===== src/rtl/core/dltq_pkg.sv =====
// ----------------------------------------------------------------------------
// dltq_pkg
// Shared types and constants for the delta list timer queue: opcodes, result
// kinds, read address selects and the controller/datapath command and status.
// ----------------------------------------------------------------------------
package dltq_pkg;

   localparam int DELTA_BITS = 32;
   localparam int KIND_BITS  = 2;

   typedef enum logic [0:0] {
      OP_INSERT = 1'b0,
      OP_TICK   = 1'b1
   } opcode_type;

   typedef enum logic [KIND_BITS-1:0] {
      KIND_INSERT_OK = 2'd0,
      KIND_FULL      = 2'd1,
      KIND_EXPIRED   = 2'd2,
      KIND_NO_EXPIRY = 2'd3
   } kind_type;

   typedef enum logic [2:0] {
      RD_HEAD,
      RD_NEXT_HEAD,
      RD_WALK,
      RD_TAIL,
      RD_SHIFT
   } rd_sel_type;

   typedef enum logic [2:0] {
      ST_IDLE,
      ST_WALK,
      ST_SHIFT,
      ST_PLACE,
      ST_REJECT,
      ST_EVAL,
      ST_FLUSH
   } state_type;

   typedef struct packed {
      logic       start_ins;
      logic       start_tick;
      rd_sel_type rd_sel;
      logic       walk_step;
      logic       walk_found;
      logic       shift_step;
      logic       place;
      logic       expire;
      logic       decr;
      logic       emit;
      kind_type   emit_kind;
      logic       emit_last;
   } dp_cmd_type;

   typedef struct packed {
      logic full;
      logic empty;
      logic out_free;
      logic walk_hit;
      logic walk_end;
      logic shift_done;
      logic tick_expire;
      logic count_one;
      logic pend;
      logic left;
   } dp_status_type;

endpackage


===== src/rtl/core/dltq_ram.sv =====
// ----------------------------------------------------------------------------
// dltq_ram
// Generic single write port, single read port RAM with registered read data.
// ----------------------------------------------------------------------------
module dltq_ram #(
   parameter int WIDTH = 40,
   parameter int DEPTH = 16
) (
   input  logic                     clock,
   input  logic                     wr_en,
   input  logic [$clog2(DEPTH)-1:0] wr_addr,
   input  logic [WIDTH-1:0]         wr_data,
   input  logic [$clog2(DEPTH)-1:0] rd_addr,
   output logic [WIDTH-1:0]         rd_data
);

   logic [WIDTH-1:0] mem_ff [DEPTH];
   logic [WIDTH-1:0] rd_data_ff;

   always_ff @(posedge clock) begin
      if (wr_en) begin
         mem_ff[wr_addr] <= wr_data;
      end
      rd_data_ff <= mem_ff[rd_addr];
   end

   assign rd_data = rd_data_ff;

endmodule


===== src/rtl/core/dltq_datapath.sv =====
// ----------------------------------------------------------------------------
// dltq_datapath
// Circular entry store, insert walk and shift registers, tick bookkeeping and
// the result word register.
// ----------------------------------------------------------------------------
module dltq_datapath #(
   parameter int QUEUE_DEPTH = 16,
   parameter int TAG_BITS    = 8
) (
   input  logic                     clock,
   input  logic                     reset,
   input  logic [31:0]              req_duration_ms,
   input  logic [TAG_BITS-1:0]      req_tag,
   input  dltq_pkg::dp_cmd_type     cmd,
   output dltq_pkg::dp_status_type  status,
   input  logic                     rsp_stall,
   output logic                     rsp_valid,
   output logic [1:0]               rsp_kind,
   output logic [TAG_BITS-1:0]      rsp_expired_tag,
   output logic                     rsp_last
);

   import dltq_pkg::*;

   localparam int IW     = $clog2(QUEUE_DEPTH);
   localparam int CW     = $clog2(QUEUE_DEPTH + 1);
   localparam int SW     = CW + 1;
   localparam int DATA_W = DELTA_BITS + TAG_BITS;

   function automatic logic [IW-1:0] phys(input logic [IW-1:0] base,
                                          input logic [CW-1:0] off);
      logic [SW-1:0] sum;
      sum = SW'(base) + SW'(off);
      if (sum >= SW'(QUEUE_DEPTH)) begin
         sum = sum - SW'(QUEUE_DEPTH);
      end
      return sum[IW-1:0];
   endfunction

   logic [IW-1:0]         head_ff, head_in;
   logic [CW-1:0]         count_ff, count_in;
   logic [DELTA_BITS-1:0] rem_ff, rem_in;
   logic [TAG_BITS-1:0]   new_tag_ff, new_tag_in;
   logic [CW-1:0]         idx_ff, idx_in;
   logic [CW-1:0]         pos_ff, pos_in;
   logic [CW-1:0]         shift_ff, shift_in;
   logic                  left_ff, left_in;
   logic                  pend_ff, pend_in;
   logic [TAG_BITS-1:0]   pend_tag_ff, pend_tag_in;
   logic                  rsp_valid_ff, rsp_valid_in;
   kind_type              rsp_kind_ff, rsp_kind_in;
   logic [TAG_BITS-1:0]   rsp_tag_ff, rsp_tag_in;
   logic                  rsp_last_ff, rsp_last_in;

   logic                  wr_en;
   logic [IW-1:0]         wr_addr;
   logic [DATA_W-1:0]     wr_data;
   logic [IW-1:0]         rd_addr;
   logic [DATA_W-1:0]     rd_data;
   logic [DELTA_BITS-1:0] rd_delta;
   logic [TAG_BITS-1:0]   rd_tag;
   logic [DELTA_BITS-1:0] shift_delta;
   logic                  out_free;

   dltq_ram #(
      .WIDTH (DATA_W),
      .DEPTH (QUEUE_DEPTH)
   ) u_ram (
      .clock   (clock),
      .wr_en   (wr_en),
      .wr_addr (wr_addr),
      .wr_data (wr_data),
      .rd_addr (rd_addr),
      .rd_data (rd_data)
   );

   assign rd_delta = rd_data[DATA_W-1 -: DELTA_BITS];
   assign rd_tag   = rd_data[TAG_BITS-1:0];
   assign out_free = !rsp_valid_ff || !rsp_stall;

   always_comb begin
      unique case (cmd.rd_sel)
         RD_HEAD:      rd_addr = head_ff;
         RD_NEXT_HEAD: rd_addr = phys(head_ff, CW'(1));
         RD_WALK:      rd_addr = phys(head_ff, CW'(idx_ff + 1'b1));
         RD_TAIL:      rd_addr = phys(head_ff, CW'(count_ff - 1'b1));
         RD_SHIFT:     rd_addr = phys(head_ff, CW'(shift_ff - 1'b1));
         default:      rd_addr = head_ff;
      endcase
   end

   // entry at the insert point moves up with its delta reduced by the new entry's remaining delay
   assign shift_delta = (shift_ff == pos_ff) ? rd_delta - rem_ff : rd_delta;

   always_comb begin
      wr_en   = 1'b0;
      wr_addr = head_ff;
      wr_data = rd_data;
      if (cmd.shift_step) begin
         wr_en   = 1'b1;
         wr_addr = phys(head_ff, CW'(shift_ff + 1'b1));
         wr_data = {shift_delta, rd_tag};
      end else if (cmd.place) begin
         wr_en   = 1'b1;
         wr_addr = phys(head_ff, pos_ff);
         wr_data = {rem_ff, new_tag_ff};
      end else if (cmd.decr) begin
         wr_en   = 1'b1;
         wr_addr = head_ff;
         wr_data = {rd_delta - DELTA_BITS'(1), rd_tag};
      end
   end

   always_comb begin
      head_in      = head_ff;
      count_in     = count_ff;
      rem_in       = rem_ff;
      new_tag_in   = new_tag_ff;
      idx_in       = idx_ff;
      pos_in       = pos_ff;
      shift_in     = shift_ff;
      left_in      = left_ff;
      pend_in      = pend_ff;
      pend_tag_in  = pend_tag_ff;
      rsp_valid_in = rsp_valid_ff && rsp_stall;
      rsp_kind_in  = rsp_kind_ff;
      rsp_tag_in   = rsp_tag_ff;
      rsp_last_in  = rsp_last_ff;
      if (cmd.start_ins) begin
         rem_in     = req_duration_ms;
         new_tag_in = req_tag;
         idx_in     = '0;
         pos_in     = count_ff;
      end
      if (cmd.walk_step) begin
         rem_in = rem_ff - rd_delta;
         idx_in = CW'(idx_ff + 1'b1);
      end
      if (cmd.walk_found) begin
         pos_in   = idx_ff;
         shift_in = CW'(count_ff - 1'b1);
      end
      if (cmd.shift_step) begin
         shift_in = CW'(shift_ff - 1'b1);
      end
      if (cmd.place) begin
         count_in = CW'(count_ff + 1'b1);
      end
      if (cmd.start_tick) begin
         left_in = 1'b1;
         pend_in = 1'b0;
      end
      if (cmd.expire) begin
         pend_in     = 1'b1;
         pend_tag_in = rd_tag;
         head_in     = phys(head_ff, CW'(1));
         count_in    = CW'(count_ff - 1'b1);
         left_in     = left_ff && (rd_delta == '0);
      end
      if (cmd.emit) begin
         rsp_valid_in = 1'b1;
         rsp_kind_in  = cmd.emit_kind;
         rsp_tag_in   = (cmd.emit_kind == KIND_EXPIRED) ? pend_tag_ff : '0;
         rsp_last_in  = cmd.emit_last;
      end
   end

   always_ff @(posedge clock) begin
      if (reset) begin
         head_ff      <= '0;
         count_ff     <= '0;
         left_ff      <= 1'b0;
         pend_ff      <= 1'b0;
         rsp_valid_ff <= 1'b0;
      end else begin
         head_ff      <= head_in;
         count_ff     <= count_in;
         left_ff      <= left_in;
         pend_ff      <= pend_in;
         rsp_valid_ff <= rsp_valid_in;
      end
      rem_ff      <= rem_in;
      new_tag_ff  <= new_tag_in;
      idx_ff      <= idx_in;
      pos_ff      <= pos_in;
      shift_ff    <= shift_in;
      pend_tag_ff <= pend_tag_in;
      rsp_kind_ff <= rsp_kind_in;
      rsp_tag_ff  <= rsp_tag_in;
      rsp_last_ff <= rsp_last_in;
   end

   always_comb begin
      status.full        = (count_ff == CW'(QUEUE_DEPTH));
      status.empty       = (count_ff == '0);
      status.out_free    = out_free;
      status.walk_hit    = (rem_ff == '0) || (rem_ff < rd_delta);
      status.walk_end    = (CW'(idx_ff + 1'b1) == count_ff);
      status.shift_done  = (shift_ff == pos_ff);
      status.tick_expire = (rd_delta == '0) || (left_ff && (rd_delta == DELTA_BITS'(1)));
      status.count_one   = (count_ff == CW'(1));
      status.pend        = pend_ff;
      status.left        = left_ff;
   end

   assign rsp_valid       = rsp_valid_ff;
   assign rsp_kind        = rsp_kind_ff;
   assign rsp_expired_tag = rsp_tag_ff;
   assign rsp_last        = rsp_last_ff;

   a_place_not_full: assert property (@(posedge clock) disable iff (reset)
      cmd.place |-> count_ff < CW'(QUEUE_DEPTH))
      else $error("insert placed into full queue");

   a_expire_count: assert property (@(posedge clock) disable iff (reset)
      cmd.expire |=> count_ff == CW'($past(count_ff) - 1'b1))
      else $error("expiry did not drop entry count");

   a_tag_only_on_expiry: assert property (@(posedge clock) disable iff (reset)
      rsp_valid_ff && (rsp_kind_ff != KIND_EXPIRED) |-> rsp_tag_ff == '0)
      else $error("tag reported on non-expiry word");

   a_emit_space: assert property (@(posedge clock) disable iff (reset)
      cmd.emit |-> out_free)
      else $error("result word overwritten while stalled");

endmodule


===== src/rtl/core/dltq_ctrl.sv =====
// ----------------------------------------------------------------------------
// dltq_ctrl
// Sequencer for insert walks, shifts and tick expiry; drives datapath commands.
// ----------------------------------------------------------------------------
module dltq_ctrl (
   input  logic                    clock,
   input  logic                    reset,
   input  logic                    req_valid,
   input  logic                    req_opcode,
   output logic                    req_stall,
   input  dltq_pkg::dp_status_type status,
   output dltq_pkg::dp_cmd_type    cmd
);

   import dltq_pkg::*;

   state_type state_ff, state_in;
   logic      accept;
   logic      is_tick;

   assign accept  = req_valid && (state_ff == ST_IDLE);
   assign is_tick = (opcode_type'(req_opcode) == OP_TICK);

   always_comb begin
      state_in = state_ff;
      unique case (state_ff)
         ST_IDLE: begin
            if (accept) begin
               if (is_tick) begin
                  state_in = status.empty ? ST_FLUSH : ST_EVAL;
               end else if (status.full) begin
                  state_in = ST_REJECT;
               end else begin
                  state_in = status.empty ? ST_PLACE : ST_WALK;
               end
            end
         end
         ST_WALK: begin
            if (status.walk_hit) begin
               state_in = ST_SHIFT;
            end else if (status.walk_end) begin
               state_in = ST_PLACE;
            end
         end
         ST_SHIFT: begin
            if (status.shift_done) begin
               state_in = ST_PLACE;
            end
         end
         ST_PLACE, ST_REJECT, ST_FLUSH: begin
            if (status.out_free) begin
               state_in = ST_IDLE;
            end
         end
         ST_EVAL: begin
            if (!status.tick_expire) begin
               state_in = ST_FLUSH;
            end else if ((!status.pend || status.out_free) && status.count_one) begin
               state_in = ST_FLUSH;
            end
         end
         default: state_in = ST_IDLE;
      endcase
   end

   always_comb begin
      cmd           = '0;
      cmd.rd_sel    = RD_HEAD;
      cmd.emit_kind = KIND_INSERT_OK;
      unique case (state_ff)
         ST_IDLE: begin
            cmd.start_ins  = accept && !is_tick;
            cmd.start_tick = accept && is_tick;
         end
         ST_WALK: begin
            if (status.walk_hit) begin
               cmd.walk_found = 1'b1;
               cmd.rd_sel     = RD_TAIL;
            end else begin
               cmd.walk_step = 1'b1;
               cmd.rd_sel    = RD_WALK;
            end
         end
         ST_SHIFT: begin
            cmd.shift_step = 1'b1;
            cmd.rd_sel     = status.shift_done ? RD_HEAD : RD_SHIFT;
         end
         ST_PLACE: begin
            cmd.place     = status.out_free;
            cmd.emit      = status.out_free;
            cmd.emit_kind = KIND_INSERT_OK;
            cmd.emit_last = 1'b1;
         end
         ST_REJECT: begin
            cmd.emit      = status.out_free;
            cmd.emit_kind = KIND_FULL;
            cmd.emit_last = 1'b1;
         end
         ST_EVAL: begin
            if (status.tick_expire) begin
               if (!status.pend || status.out_free) begin
                  cmd.expire    = 1'b1;
                  cmd.emit      = status.pend;
                  cmd.emit_kind = KIND_EXPIRED;
                  cmd.rd_sel    = RD_NEXT_HEAD;
               end
            end else begin
               cmd.decr = status.left;
            end
         end
         ST_FLUSH: begin
            cmd.emit      = status.out_free;
            cmd.emit_kind = status.pend ? KIND_EXPIRED : KIND_NO_EXPIRY;
            cmd.emit_last = 1'b1;
         end
         default: cmd.rd_sel = RD_HEAD;
      endcase
   end

   always_ff @(posedge clock) begin
      if (reset) begin
         state_ff <= ST_IDLE;
      end else begin
         state_ff <= state_in;
      end
   end

   assign req_stall = (state_ff != ST_IDLE);

   a_walk_ends: assert property (@(posedge clock) disable iff (reset)
      (state_ff == ST_WALK) && !status.walk_hit && status.walk_end |=> state_ff == ST_PLACE)
      else $error("walk past tail");

   a_flush_done: assert property (@(posedge clock) disable iff (reset)
      cmd.emit && cmd.emit_last |=> state_ff == ST_IDLE)
      else $error("final word did not end the item");

   a_no_write_idle: assert property (@(posedge clock) disable iff (reset)
      (state_ff == ST_IDLE) |-> !(cmd.place || cmd.shift_step || cmd.decr || cmd.expire))
      else $error("store changed while idle");

endmodule


===== src/rtl/core/delta_list_timer_queue_core.sv =====
// ----------------------------------------------------------------------------
// delta_list_timer_queue_core
// Timer queue held as a sorted delta list in a circular RAM of QUEUE_DEPTH
// entries. One item is worked at a time; req_stall is high while it runs.
// An insert runs through the accepting cycle, a walk over the entries to find
// the insert point, a shift up of each entry behind it when it lands in front
// of an existing entry, and the write of the new entry, all set by the single
// read and write port of the entry RAM. A tick reads and retires the head
// one expired timer at a time. Each result word sits in an output register,
// so a new item is accepted while the last word of the previous one still
// waits on rsp_stall; any further word waits there too and adds its stall
// cycles.
// No clearing pass after reset.
// ----------------------------------------------------------------------------
module delta_list_timer_queue_core #(
   parameter int QUEUE_DEPTH = 16,
   parameter int TAG_BITS    = 8
) (
   input  logic                clock,
   input  logic                reset,
   input  logic                req_valid,
   output logic                req_stall,
   input  logic                req_opcode,
   input  logic [31:0]         req_duration_ms,
   input  logic [TAG_BITS-1:0] req_tag,
   output logic                rsp_valid,
   input  logic                rsp_stall,
   output logic [1:0]          rsp_kind,
   output logic [TAG_BITS-1:0] rsp_expired_tag,
   output logic                rsp_last
);

   import dltq_pkg::*;

   dp_cmd_type    cmd;
   dp_status_type status;

   dltq_ctrl u_ctrl (
      .clock      (clock),
      .reset      (reset),
      .req_valid  (req_valid),
      .req_opcode (req_opcode),
      .req_stall  (req_stall),
      .status     (status),
      .cmd        (cmd)
   );

   dltq_datapath #(
      .QUEUE_DEPTH (QUEUE_DEPTH),
      .TAG_BITS    (TAG_BITS)
   ) u_datapath (
      .clock           (clock),
      .reset           (reset),
      .req_duration_ms (req_duration_ms),
      .req_tag         (req_tag),
      .cmd             (cmd),
      .status          (status),
      .rsp_stall       (rsp_stall),
      .rsp_valid       (rsp_valid),
      .rsp_kind        (rsp_kind),
      .rsp_expired_tag (rsp_expired_tag),
      .rsp_last        (rsp_last)
   );

endmodule


===== config.mk =====
export PLATFORM = sky130hd
export DESIGN_NAME = delta_list_timer_queue_core
export DESIGN_NICKNAME = d
export VERILOG_FILES = /design/src/rtl/core/dltq_pkg.sv /design/src/rtl/core/dltq_ram.sv /design/src/rtl/core/dltq_datapath.sv /design/src/rtl/core/dltq_ctrl.sv /design/src/rtl/core/delta_list_timer_queue_core.sv
export SDC_FILE = /design/constraint.sdc
export NUM_CORES = 1
export LEC_CHECK = 0
export BUFFER_PORTS_ARGS = -buffer_cell sky130_fd_sc_hd__buf_2
export CORE_MARGIN = 4
export CORE_UTILIZATION = 40
export DETAILED_ROUTE_END_ITERATION = 10
export SYNTH_ARGS = -nofsm -noshare
export SYNTH_HDL_FRONTEND = slang
export SYNTH_HIERARCHICAL = 1
export SYNTH_SLANG_ARGS = --single-unit

===== constraint.sdc =====
create_clock -name clock -period 7.85 [get_ports clock]
set_input_delay 0.785 -clock clock [delete_from_list [all_inputs] [get_ports clock]]
set_output_delay 0.785 -clock clock [all_outputs]
set_load 0.03 [all_outputs]

# Word level (Yosys, flattened, before mapping)
# Memories as Yosys holds them, arrays and structs flattened. A register that Yosys moved wholly into a read port is not among the register bits.
# Cells that the tools add are included.
classes:
  addsub: 20
  n_lt_le_gt_ge: 7
  reduce_logical: 27
  n_mux: 65
  eq_ne: 21
ops:
  columns: ["op", "n"]
  rows:
  - ["40-bit two-way mux", 3]
  - ["32-bit two-way mux", 3]
  - ["32-bit logical NOT", 2]
  - ["32-bit subtractor", 2]
  - ["5-bit two-way mux", 8]
  - ["3-bit two-way mux", 12]
  - ["32-bit by 1-bit == test with 1-bit output (second input constant)", 1]
  - ["32-bit less-than comparator", 1]
  - ["4-bit two-way mux", 8]
  - ["32-bit by 1-bit subtractor with 32-bit output (second input constant)", 1]
  - ["4-bit by 5-bit adder with 6-bit output", 5]
  - ["6-bit by 5-bit greater-or-equal comparator with 1-bit output (second input constant)", 5]
  - ["4-bit by 1-bit subtractor with 4-bit output (second input constant)", 6]
  - ["1-bit two-way mux", 22]
  - ["4-bit one-hot mux with 4 select lines", 1]
  - ["5-bit by 1-bit adder with 5-bit output (second input constant)", 3]
  - ["3-bit one-hot mux with 5 select lines", 1]
  - ["3-bit by 2-bit == test with 1-bit output (second input constant)", 4]
  - ["3-bit == test (second input constant)", 4]
  - ["3-bit one-hot mux with 4 select lines", 1]
  - ["5-bit == test", 2]
  - ["2-bit two-way mux", 5]
  - ["2-bit nonzero test", 5]
  - ["5-bit by 1-bit subtractor with 5-bit output (second input constant)", 2]
  - ["other kinds (17)", 33]
totals:
  mem_bits_rw: 640
  wordCells: 156
  ff_bits: 89
  mem_count: 1
  output_inout_bits: 13
memory_table:
  columns: ["name", "words", "width", "read_ports", "rd_clocked_by_memory_dff", "write_ports", "line_no", "source"]
  rows:
  - ["u_datapath.u_ram.mem_ff", 16, 40, 1, 1, 1, "dltq_ram.sv:17", "logic [WIDTH-1:0] mem_ff [DEPTH];"]

# Depth between registers and ports, before layout
# Gate-level depths: netlist (run 1).
depth:
  depth_word: 11
  mapped_depth: 30
  depth_no_buf: 27

# Modules after synthesis
# The synthesis (run 1) kept the hierarchy.
modules_own_cells:
  columns: ["mod", "cells_per_inst", "area_per_inst_um2", "instances"]
  rows:
  - ["dltq_ram", 1040, 25131.6, 1]
  - ["dltq_datapath", 1246, 9919.5, 1]
  - ["dltq_ctrl", 57, 414.1, 1]

# Least setup slack after synthesis (run 1)
# Ideal clock, no wire load.
synth_timing:
  path_kind: "input port to flip-flop"
  start: "input port rsp_stall"
  end: "memory u_datapath.u_ram.mem_ff[0][0] (enable)"
  required_ns: 7.363
  stages: 10
  path_slack_ns: 1.756
  n_path_buf: 3
  setup_time_ns: 0.487
  arrival_time_ns: 5.607
  cell_sequence: "nand2_1 > buf_4 > nor3b_1 > nor2b_1 > clkbuf_1 > clkbuf_1 > a22oi_1 > xnor2_1 > or3b_2 > nor3_1"
synth_lines:
  columns: ["item", "line_no", "source"]
  rows:
  - ["start, declared", "delta_list_timer_queue_core.sv:27", "input logic rsp_stall,"]
  - ["end, declared", "dltq_ram.sv:17", null]

==> results of run 1 <==
worst max-delay path: cells and delay by family (launching register included):
kind	cells	cell delay, ns
adders and majority gates	3	1.06
AOI/OAI and AO/OA	10	2.40
xor gates and xnor gates	1	0.25
and+or+nand+nor	10	2.26
DFF	1	0.49
buffers and inverters	4	0.63
stage by stage:
step                      hold WS (ns)  setup slack, ns  cells
after global placement           0.418            0.756   3484
after floorplan                  0.404             1.76   2343
after detailed placement         0.420            0.699   3484
after global routing             0.316            0.125   3634
after CTS                        0.303            0.651   3631
final                            0.342            0.600   3634
kinds of logic after synthesis:
group           Yosys count
compound gates          460
flops                   769
fa+ha+maj                88
xor+xnor                103
simple gates            490
mux                     202
buf+inv                 231
area by class of cell:
cell class / count / area [sq um]
clock buffer: 103 / 2160
clock inverter: 44 / 548
fill: 7472 / 47500
inverter: 97 / 364
multi-input combinational: 1343 / 12000
sequential: 769 / 22500
tap: 1155 / 1450
timing repair buffer: 123 / 891
layer usage:
layer	up-vias	track usage, %
li1	9366	-
met1	11000	29.8
met2	873	32.2
met3	153	3.52
met4	0	5.59
met5	-	0
power by group through the flow:
stage	Clock, mW	Sequential (mW)	Combinational, mW
global route	4.14	6.24	8.24
detailed placement	0	6.28	7.51
finish	3.87	6.20	7.62
CTS	3.95	6.19	7.55
global placement	0	6.25	7.42
floorplan	0	6.12	5.42
Yosys cell counts (6+ instances only):
library cell | n | area (sq um)
or3_1 | 11 | 68.8
o21a_1 | 14 | 105
a211oi_1 | 23 | 173
mux2i_1 | 10 | 100
o211ai_1 | 8 | 60.1
a31oi_1 | 13 | 81.3
nor2b_1 | 10 | 62.6
o221ai_1 | 10 | 87.6
o21ai_0 | 72 | 360
inv_1 | 95 | 357
or2_2 | 10 | 62.6
nand2_1 | 153 | 574
xor2_1 | 34 | 298
dfxtp_1 | 55 | 1100
nor3_1 | 35 | 175
nand2b_1 | 12 | 75.1
nand4_1 | 27 | 169
buf_12 | 11 | 220
a21o_1 | 21 | 158
o21ai_1 | 6 | 30.0
mux2_2 | 31 | 349
and2_1 | 15 | 93.8
o21bai_1 | 10 | 75.1
buf_2 | 23 | 115
edfxtp_1 | 714 | 21400
a22oi_1 | 88 | 661
nor2_1 | 123 | 462
a21oi_1 | 125 | 626
xnor2_1 | 69 | 604
nor4_1 | 19 | 119
nand3_1 | 35 | 175
mux4_1 | 60 | 1580
clkbuf_1 | 84 | 315
o311ai_0 | 6 | 52.6
a21boi_0 | 6 | 45.0
mux4_2 | 100 | 2250
ha_1 | 83 | 1040
registers in the layout, indices dropped and copies added (netlist names), 2 cells and up:
register                    count
u_datapath/rem_ff              32
u_datapath/u_ram/rd_data       40
u_datapath/count_ff             5
u_ctrl/state_ff                 3
u_datapath/rsp_expired_tag      8
u_datapath/u_ram/mem_ff       640
u_datapath/pos_ff               5
u_datapath/pend_tag_ff          8
u_datapath/new_tag_ff           8
u_datapath/head_ff              4
u_datapath/rsp_kind             2
u_datapath/idx_ff               5
u_datapath/shift_ff             5
final timing paths:
check,from,end,cells after the start
worst min register to register,u_datapath/u_ram/rd_data[6],u_datapath/pend_tag_ff[6],0
worst min-delay path,req_tag[1],u_datapath/new_tag_ff[1],1
worst max register to register,u_datapath/rem_ff[3],u_datapath/u_ram/rd_data[28],28
worst max-delay path,u_datapath/rem_ff[3],u_datapath/u_ram/rd_data[28],28
==> reports/metrics.cfg, run 1 <==
[setup_path]
startpoint_type = flop
cp_max_fo = 31
critPathMaxStageDelay_ns = 0.59
slowest_stage = o32ai_1
r2r_slack_ns = 0.60
critical_path_class = flop to flop
cp.required_ns = 8.36
worstPathArrival_ns = 7.76
cpMostUsedCell = a21oi_1
end_kind = flop

[finish]
final_common_cell = edfxtp_1
finalCoreUtilization_pct = 45.6
num_antenna_cells = 0
design_area_sq_um = 39900
final_cell_mix = edfxtp_1, nand2_1, a21oi_1, nor2_1, mux4_2
syn_to_final_growth_pct = 12.5
fin_nets = 2546
drive_above_1_share_pct = 17.9

[route]
wl_met2_um = 44900
ant_nets = 0
wl_met3_um = 7270
wl_um = 97400
met1Wirelength_um = 42800
top_layer_used = met4
viasPerCell = 5.90
drc = 0
wire_per_inst_um = 26.8
drt_iter0_drc = 1989
vias = 21400
drt_pass1_iterations = 6

[timing]
finalHoldViolations = 0
max_freq_ghz = 0.138
max_slew_margin_pct = 4.01
rsz0062_at_grt = false
worst_slew_pin_slew_ns = 1.43
final.min_clock_period_ns = 7.25
drv_slew = 0
skew_ns = 0.0273
fin_crit_sh_pct = 92.4
tns_ns = 0
finalSetupViolations = 0

[clock_tree]
clk_latency_ns = 0.62
cts_hold_buffers = 0
cts.clk_slew.worst_paths_ns = 0.07
cts_resized = 0
cts_buffer_depth = 3
root_buffer = clkbuf_16
htreeDepth = 3
cts_post_setup_buffers_inserted = 0
cts_buffers = 79
cts.sinks = 769
cts_tree = yes

[power_and_ir_drop]
power_frac_clock_pct = 21.9
comb_power_share_pct = 43.1
p_leak_nw = 13.3
power.total_mw = 17.7
ir_drop_uv = 280
power_switching_mw = 6.71
p_seq_share_pct = 35.0
internal_power_mw = 11.0
powerDensity_nw_per_um2 = 443
p_sw_share_pct = 37.9

[placed_design]
dp_hpwl_um = 61000
placement.cell_area_sq_um = 37200
gp_congestion = 0.929
io_buffer_count = 57

[global_routing]
antenna_found_initial = 4
grt_max_degree = 64
grt_pass1_wl_um = 144000
grt_usage_pct = 20.5
overflow = 0
first_global_vias = 21400

[synth]
synth_compound_area_share_pct = 8.56
synthFlopType = edfxtp_1
synth_area_sq_um = 35500
ys_warn_count = 6
synth-simple-area-share_pct = 6.76
postSynthCellCount = 2343
synth_top_family_by_area = multiplexers
ys_seq_area_share_pct = 63.6
async_reset_ff_share_pct = 0
synth.area.mux_share_pct = 12.1
ys_ff_latch = 769
synth_cell_types = 89
syn_nets = 2476
synth-edff-count = 714
synth_xor_xnor_area_share_pct = 2.54
syn_area_per_cell_sq_um = 15.1
synth_fa_ha_area_share_pct = 3.21

[flow_run]
cap_violations = 0

[hold_path]
hold_class = primary input to flop

[die]
die_h_um = 306
row_count = 108
core_area_sq_um = 87400
die_w_um = 306
start_util_pct = 40.6
die_area_sq_um = 93500
io_pins = 58

[outcome]
status = complete, no violations

Note: power is estimated with default switching activity, not from simulation.
==> run 2: changes to the inputs <==
--- a/config.mk
+++ b/config.mk
@@ -7,7 +7,7 @@
 export LEC_CHECK = 0
 export BUFFER_PORTS_ARGS = -buffer_cell sky130_fd_sc_hd__buf_2
 export CORE_MARGIN = 4
-export CORE_UTILIZATION = 40
+export CORE_UTILIZATION = 34
 export DETAILED_ROUTE_END_ITERATION = 10
 export SYNTH_ARGS = -nofsm -noshare
 export SYNTH_HDL_FRONTEND = slang
==> constraint.sdc (replaced) <==
create_clock -name clock -period 7.85 [get_ports clock]
set_input_delay 0.3925 -clock clock [delete_from_list [all_inputs] [get_ports clock]]
set_output_delay 0.3925 -clock clock [all_outputs]
set_load 0.03 [all_outputs]
==> run 2 against run 1 <==
Compared with the run above:
- flip-flop and latch count unchanged
- core utilization down 6.8 points
- via count up 0.49%
- setup slack worse by 0.10 ns
- sequential power about the same
- cell count up 6.4%
- register-to-register slack worse by 0.10 ns
- clock skew up 0.00091 ns
- power down 0.88%
- global-route usage down 2.8 points
==> reports/metrics.cfg, run 2 (synthesis results as in run 1) <==
[outcome]
status = complete, no violations  ; unchanged

[hold_path]
hold_class = primary input to flop  ; unchanged
min_to = u_datapath/rem_ff[20]  ; was u_datapath/new_tag_ff[1]
whs_path_depth = 3  ; was 1
hold_path_startpoint = req_duration_ms[20]  ; was req_tag[1]

[clock_tree]
htreeDepth = 3  ; unchanged
root_buffer = clkbuf_16  ; unchanged
cts_tree = yes  ; unchanged
cts_buffers = 79  ; unchanged
clk_latency_ns = 0.64  ; was 0.62 ns
cts.clk_slew.worst_paths_ns = 0.06  ; was 0.07 ns
cts_post_setup_buffers_inserted = 0  ; unchanged
cts.sinks = 769  ; unchanged
cts_buffer_depth = 3  ; unchanged

[finish]
ff_latch_area_sq_um = 22500  ; unchanged
largest_reg_flops = 640  ; unchanged
final_cell_mix = edfxtp_1, nand2_1, a21oi_1, nor2_1, mux4_2  ; unchanged
largest_register = u_datapath/u_ram/mem_ff  ; unchanged
drive_above_1_share_pct = 17.6  ; was 17.9%
fin_nets = 2554  ; was 2546
num_antenna_cells = 0  ; unchanged
fillCellCount = 9443  ; was 7472
final_common_cell = edfxtp_1  ; unchanged
multi_input_area_sq_um = 11900  ; was 12000 sq um
finalCoreUtilization_pct = 38.8  ; was 45.6%
syn_to_final_growth_pct = 13.3  ; was 12.5%
instances_no_fill = 3866  ; was 3634

[setup_path]
worstPathArrival_ns = 7.92  ; was 7.76 ns
r2r_slack_ns = 0.50  ; was 0.60 ns
reg2reg_from = u_datapath/rem_ff[3]  ; unchanged
end_kind = flop  ; unchanged
critical_path_class = flop to flop  ; unchanged
critPathMaxStageDelay_ns = 0.75  ; was 0.59 ns
slowest_stage = o31ai_1  ; was o32ai_1
cp.required_ns = 8.42  ; was 8.36 ns
r2r-end = u_datapath/u_ram/rd_data[26]  ; was u_datapath/u_ram/rd_data[28]
r2r_cells = 27  ; was 28
cp_max_fo = 28  ; was 31
startpoint_type = flop  ; unchanged

[placed_design]
gp_congestion = 0.944  ; was 0.929
io_buffer_count = 57  ; unchanged
dpl.cell_count = 3710  ; was 3484
dp_hpwl_um = 60100  ; was 61000 um

[route]
wl_um = 98000  ; was 97400 um
ant_nets = 0  ; unchanged
viasPerCell = 5.57  ; was 5.90
drt_iter0_drc = 2353  ; was 1989
drt_pass1_iterations = 5  ; was 6
wire_per_inst_um = 25.4  ; was 26.8 um
drc = 0  ; unchanged
vias = 21500  ; was 21400

[global_routing]
overflow = 0  ; unchanged
antenna_found_initial = 2  ; was 4
grt_max_degree = 60  ; was 64
first_global_vias = 21500  ; was 21400
grt_usage_pct = 17.7  ; was 20.5%
grt_pass1_wl_um = 144000  ; about the same

[die]
core_area_sq_um = 103000  ; was 87400 sq um
die_h_um = 331  ; was 306 um
io_pins = 58  ; unchanged
die_w_um = 331  ; was 306 um
die_area_sq_um = 110000  ; was 93500 sq um
row_count = 118  ; was 108
start_util_pct = 34.3  ; was 40.6%

[flow_run]
cap_violations = 0  ; unchanged

[power_and_ir_drop]
p_leak_nw = 13.3  ; about the same
ir_drop_uv = 314  ; was 280 uV
powerDensity_nw_per_um2 = 437  ; was 443 nW/um^2

[timing]
drv_slew = 0  ; unchanged
worst_slew_pin_slew_ns = 1.38  ; was 1.43 ns
final.min_clock_period_ns = 7.35  ; was 7.25 ns
hold_ws_ns = 0.0451  ; was 0.342 ns
skew_ns = 0.0282  ; was 0.0273 ns
tns_ns = 0  ; unchanged
rsz0062_at_grt = false  ; unchanged
max_slew_margin_pct = 8.32  ; was 4.01%
finalHoldViolations = 0  ; unchanged
fin_crit_sh_pct = 93.7  ; was 92.4%
max_freq_ghz = 0.136  ; was 0.138 GHz
finalSetupViolations = 0  ; unchanged

-- run 2: power by group --
group | switching, mW | total (mW) | leakage (nW) | internal, mW
clock network | 1.59 | 3.78 | 1.27 | 2.19
registers | 0.423 | 6.23 | 6.93 | 5.81
logic | 4.65 | 7.53 | 5.15 | 2.88
-- run 2: area by class of cell --
type,count,share of cell area [%]
clock buffers,111,5.50
multi-input cells,1343,29.7
repair buffers,131,2.40
well taps,1380,4.30
flip-flops and latches,769,56.1
inverters,97,0.906
clock inverters,35,1.03
-- run 2: how the worst max path moves through the flow --
stage | startpoint | to | slack, ns
global placement | u_datapath/rem_ff[3] | u_datapath/u_ram/rd_data[16] | 0.69
CTS | u_datapath/rem_ff[3] | u_datapath/u_ram/rd_data[26] | 0.53
detailed placement | u_datapath/rem_ff[3] | u_datapath/u_ram/rd_data[26] | 0.55
finish | u_datapath/rem_ff[3] | u_datapath/u_ram/rd_data[26] | 0.50
global route | u_datapath/rem_ff[3] | u_datapath/u_ram/rd_data[19] | 0.02
floorplan | u_datapath/rsp_valid | u_datapath/u_ram/mem_ff[0][0] | 2.08
-- run 2: per-layer routing --
layer | vias up | part of all wire (%) | wire length, um | track usage, %
li1 | 9374 | - | - | -
met1 | 11100 | 43 | 41900 | 25.0
met2 | 904 | 47 | 46500 | 28.8
met3 | 137 | 7.3 | 7180 | 2.61
met4 | 2 | 2.5 | 2480 | 5.06
met5 | - | 0.013 | 13 | 0
-- run 2: worst max-delay path, delay by kind of cell (launching register included) --
family          cells  cell delay, ns
compound gates     10            2.88
simple gates       11            2.31
fa+ha+maj           2            0.89
flops               1            0.49
buf+inv             3            0.48
xor+xnor            1            0.23
-- run 2: through the flow --
| stage | instance area [sq um] | total power, mW | setup WS, ns |
|---|---|---|---|
| after CTS | 40200 | 17.6 | 0.529 |
| after global placement | 37400 | 13.6 | 0.692 |
| final | 40200 | 17.5 | 0.495 |
| after floorplan | 35500 | 11.5 | 2.08 |
| after global routing | 40200 | 18.4 | 0.0245 |
| after detailed placement | 37400 | 13.7 | 0.554 |
-- run 2: repair_timing --
| item | in CTS | in global routing |
|---|---|---|
| hold endpoints to repair | 9 | 0 |
| gates resized for setup | 0 | 0 |
| endpoints found under the setup margin | 0 | 0 |
| hold buffers | 9 | 0 |
==> run 3: changes to the inputs <==
--- a/config.mk
+++ b/config.mk
@@ -11,5 +11,4 @@
 export DETAILED_ROUTE_END_ITERATION = 10
 export SYNTH_ARGS = -nofsm -noshare
 export SYNTH_HDL_FRONTEND = slang
-export SYNTH_HIERARCHICAL = 1
 export SYNTH_SLANG_ARGS = --single-unit
==> run 3 against run 2 <==
Compared with the run above:
- sequential share of layout area is 0.42 points lower
- maximum frequency is 9.4% higher
- via count is 13% higher
- first-iteration DRC count is 4.7% higher
- critical endpoint is now u_datapath.u_ram.rd_data[30]
- largest cell class unchanged
==> reports/metrics.cfg, run 3 <==
[outcome]
status = complete, no violations  ; unchanged

[power_and_ir_drop]
ir_drop_uv = 336  ; was 314 uV
powerDensity_nw_per_um2 = 482  ; was 437 nW/um^2
p_leak_nw = 14.4  ; was 13.3 nW

[finish]
syn_to_final_growth_pct = 13.9  ; was 13.3%
final_cell_mix = edfxtp_1, nand2_1, nand3_1, a21oi_1, mux2i_1  ; was edfxtp_1, nand2_1, a21oi_1, nor2_1, mux4_2
finalCoreUtilization_pct = 39.0  ; was 38.8%
fillCellCount = 9858  ; was 9443
final_common_cell = edfxtp_1  ; unchanged
fin_nets = 3133  ; was 2554
largest_reg_flops = 640  ; unchanged
largest_register = u_datapath.u_ram.mem_ff  ; was u_datapath/u_ram/mem_ff
drive_above_1_share_pct = 10.1  ; was 17.6%

[synth]
synth_cell_types = 68  ; was 89
ys_seq_area_share_pct = 63.4  ; was 63.6%
synth.most_common_cell = edfxtp_1  ; unchanged
synth-edff-count = 714  ; unchanged
synth_area_sq_um = 35500  ; about the same
syn_nets = 3090  ; was 2476
synthDominantCellAreaShare_pct = 60.3  ; was 60.5%
postSynthCellCount = 2958  ; was 2343
synth_top_area_cell = edfxtp_1  ; unchanged
async_reset_ff_share_pct = 0  ; unchanged
yosys-top-cells-count = edfxtp_1, nand2_1, nand3_1  ; was edfxtp_1, nand2_1, a21oi_1
synthTopCellsByArea = edfxtp_1, nand2_1, mux2i_1  ; was edfxtp_1, mux4_2, mux4_1
ys_warn_count = 0  ; was 6
syn_area_per_cell_sq_um = 12.0  ; was 15.1 sq um
ys_ff_latch = 769  ; unchanged
synthFlopType = edfxtp_1  ; unchanged

[flow_run]
cap_violations = 0  ; unchanged

[placed_design]
io_buffer_count = 57  ; unchanged
place_ws_ns = 1.30  ; was 0.554 ns
dp_hpwl_um = 58700  ; was 60100 um
gp_congestion = 0.931  ; was 0.944

[setup_path]
r2r_slack_ns = 1.13  ; was 0.50 ns
cp_max_fo = 17  ; was 28
startpoint_type = flop  ; unchanged
worstPathArrival_ns = 7.16  ; was 7.92 ns
critical_path_class = flop to flop  ; unchanged
end_kind = flop  ; unchanged
cp.required_ns = 8.28  ; was 8.42 ns

[clock_tree]
clk_latency_ns = 0.64  ; about the same
cts_resized = 0  ; unchanged
htreeDepth = 3  ; unchanged
cts.clk_slew.worst_paths_ns = 0.06  ; about the same
cts_buffer_depth = 3  ; unchanged
cts.sinks = 769  ; unchanged
cts_tree = yes  ; unchanged
root_buffer = clkbuf_16  ; unchanged
cts_buffers = 82  ; was 79

[route]
drc = 0  ; unchanged
ant_nets = 0  ; unchanged
wl_um = 100000  ; was 98000 um
drt_iter0_drc = 2463  ; was 2353
wire_per_inst_um = 22.5  ; was 25.4 um
viasPerCell = 5.46  ; was 5.57
drt_pass1_iterations = 6  ; was 5
vias = 24300  ; was 21500

[timing]
skew_ns = 0.0288  ; was 0.0282 ns
tns_ns = 0  ; unchanged
max_freq_ghz = 0.149  ; was 0.136 GHz
drv_slew = 0  ; unchanged
finalSetupViolations = 0  ; unchanged
setup_slack_ns = 1.13  ; was 0.495 ns
max_slew_margin_pct = 2.71  ; was 8.32%
rsz0062_at_grt = false  ; unchanged
fin_crit_sh_pct = 85.6  ; was 93.7%
final.min_clock_period_ns = 6.72  ; was 7.35 ns
worst_slew_pin_slew_ns = 1.45  ; was 1.38 ns
finalHoldViolations = 0  ; unchanged

[hold_path]
hold_class = primary input to flop  ; unchanged

[global_routing]
grt_pass1_wl_um = 150000  ; was 144000 um
grt_usage_pct = 17.7  ; about the same
antenna_found_initial = 1  ; was 2
first_global_vias = 23300  ; was 21500
overflow = 0  ; unchanged
grt_max_degree = 110  ; was 60

[die]
io_pins = 58  ; unchanged
die_h_um = 331  ; about the same
row_count = 118  ; unchanged
die_area_sq_um = 110000  ; about the same
start_util_pct = 34.3  ; about the same
die_w_um = 331  ; about the same
core_area_sq_um = 104000  ; was 103000 sq um

## run 3: layer usage
layer	track usage (%)	part of all wire, %	up-vias
li1	-	-	11100
met1	25.2	44	12100
met2	28.7	47	897
met3	2.07	6.7	134
met4	4.66	2.1	0
met5	0	0	-
## run 3: final timing paths
| path | end | start | cells after the start |
|---|---|---|---|
| max | u_datapath.u_ram.rd_data[30] | u_datapath.rem_ff[0] | 20 |
| min | u_datapath.rem_ff[3] | req_duration_ms[3] | 3 |
| max reg2reg | u_datapath.u_ram.rd_data[30] | u_datapath.rem_ff[0] | 20 |
| min reg2reg | u_datapath.pend_tag_ff[0] | u_datapath.u_ram.rd_data[0] | 0 |
## run 3: metrics by stage
stage | hold slack [ns] | area [sq um] | total power, mW | std cells
6_report | 0.0475 | 40500 | 19.5 | 4452
5_1_grt | 0.0504 | 40500 | 20.6 | 4450
4_1_cts | 0.0168 | 40500 | 19.5 | 4450
3_5_place_dp | 0.424 | 37600 | 15.5 | 4289
3_3_place_gp | 0.422 | 37600 | 15.5 | 4289
2_1_floorplan | 0.408 | 35500 | 12.3 | 2958
## run 3: power by group
part           internal (mW)  switching, mW  total, mW  leakage [nW]
logic                   2.92           6.29       9.21          6.15
clock network           2.33           1.62       3.95          1.34
registers               5.96          0.381       6.34          6.93
total                   11.2           8.29       19.5          14.4
## run 3: repair_timing
| action | CTS | global route |
|---|---|---|
| hold endpoints to repair | 8 | 0 |
| setup endpoints to repair | 0 | 0 |
| setup buffers | 0 | 0 |
| hold buffers | 8 | 0 |
## run 3: final cells by class
cell class / instances / area, sq um / area share (%)
sequential: 769 / 22500 / 55.7
multi-input combinational: 1905 / 12000 / 29.6
clock buffer: 112 / 2340 / 5.78
tap: 1380 / 1730 / 4.27
timing repair buffer: 145 / 1070 / 2.63
clock inverter: 41 / 442 / 1.09
inverter: 98 / 368 / 0.909
antenna: 2 / 5.00 / 0.0124
## run 3: worst max-delay path, stage by stage, from the launching register on
cell and delay (ns):
edfxtp_1 0.54, inv_1 0.08, ha_1 0.22, fa_1 0.41
nor2b_1 0.17, o31ai_1 0.14, a21oi_1 0.27, a31oi_1 0.16
or3_1 0.42, nand3_1 0.55, o221ai_1 0.31, ha_1 0.34
a21o_1 0.18, a21oi_1 0.16, xor2_1 0.32, nor3_1 0.10
a211oi_1 0.24, mux2i_1 0.16, o21ai_4 0.71, buf_12 0.29
mux2i_1 0.67
## run 3: logic make-up (layout without fill, tap and decap cells)
family / count (synthesis) / in the layout / share of synthesized area (%)
other cells: 0 / 2 / 0
fa+ha+maj: 87 / 87 / 3.17
simple gates: 962 / 962 / 12.4
flops: 769 / 769 / 63.4
compound gates: 618 / 618 / 11.2
buf+inv: 284 / 396 / 3.41
xor+xnor: 98 / 98 / 2.42
mux: 140 / 140 / 3.97
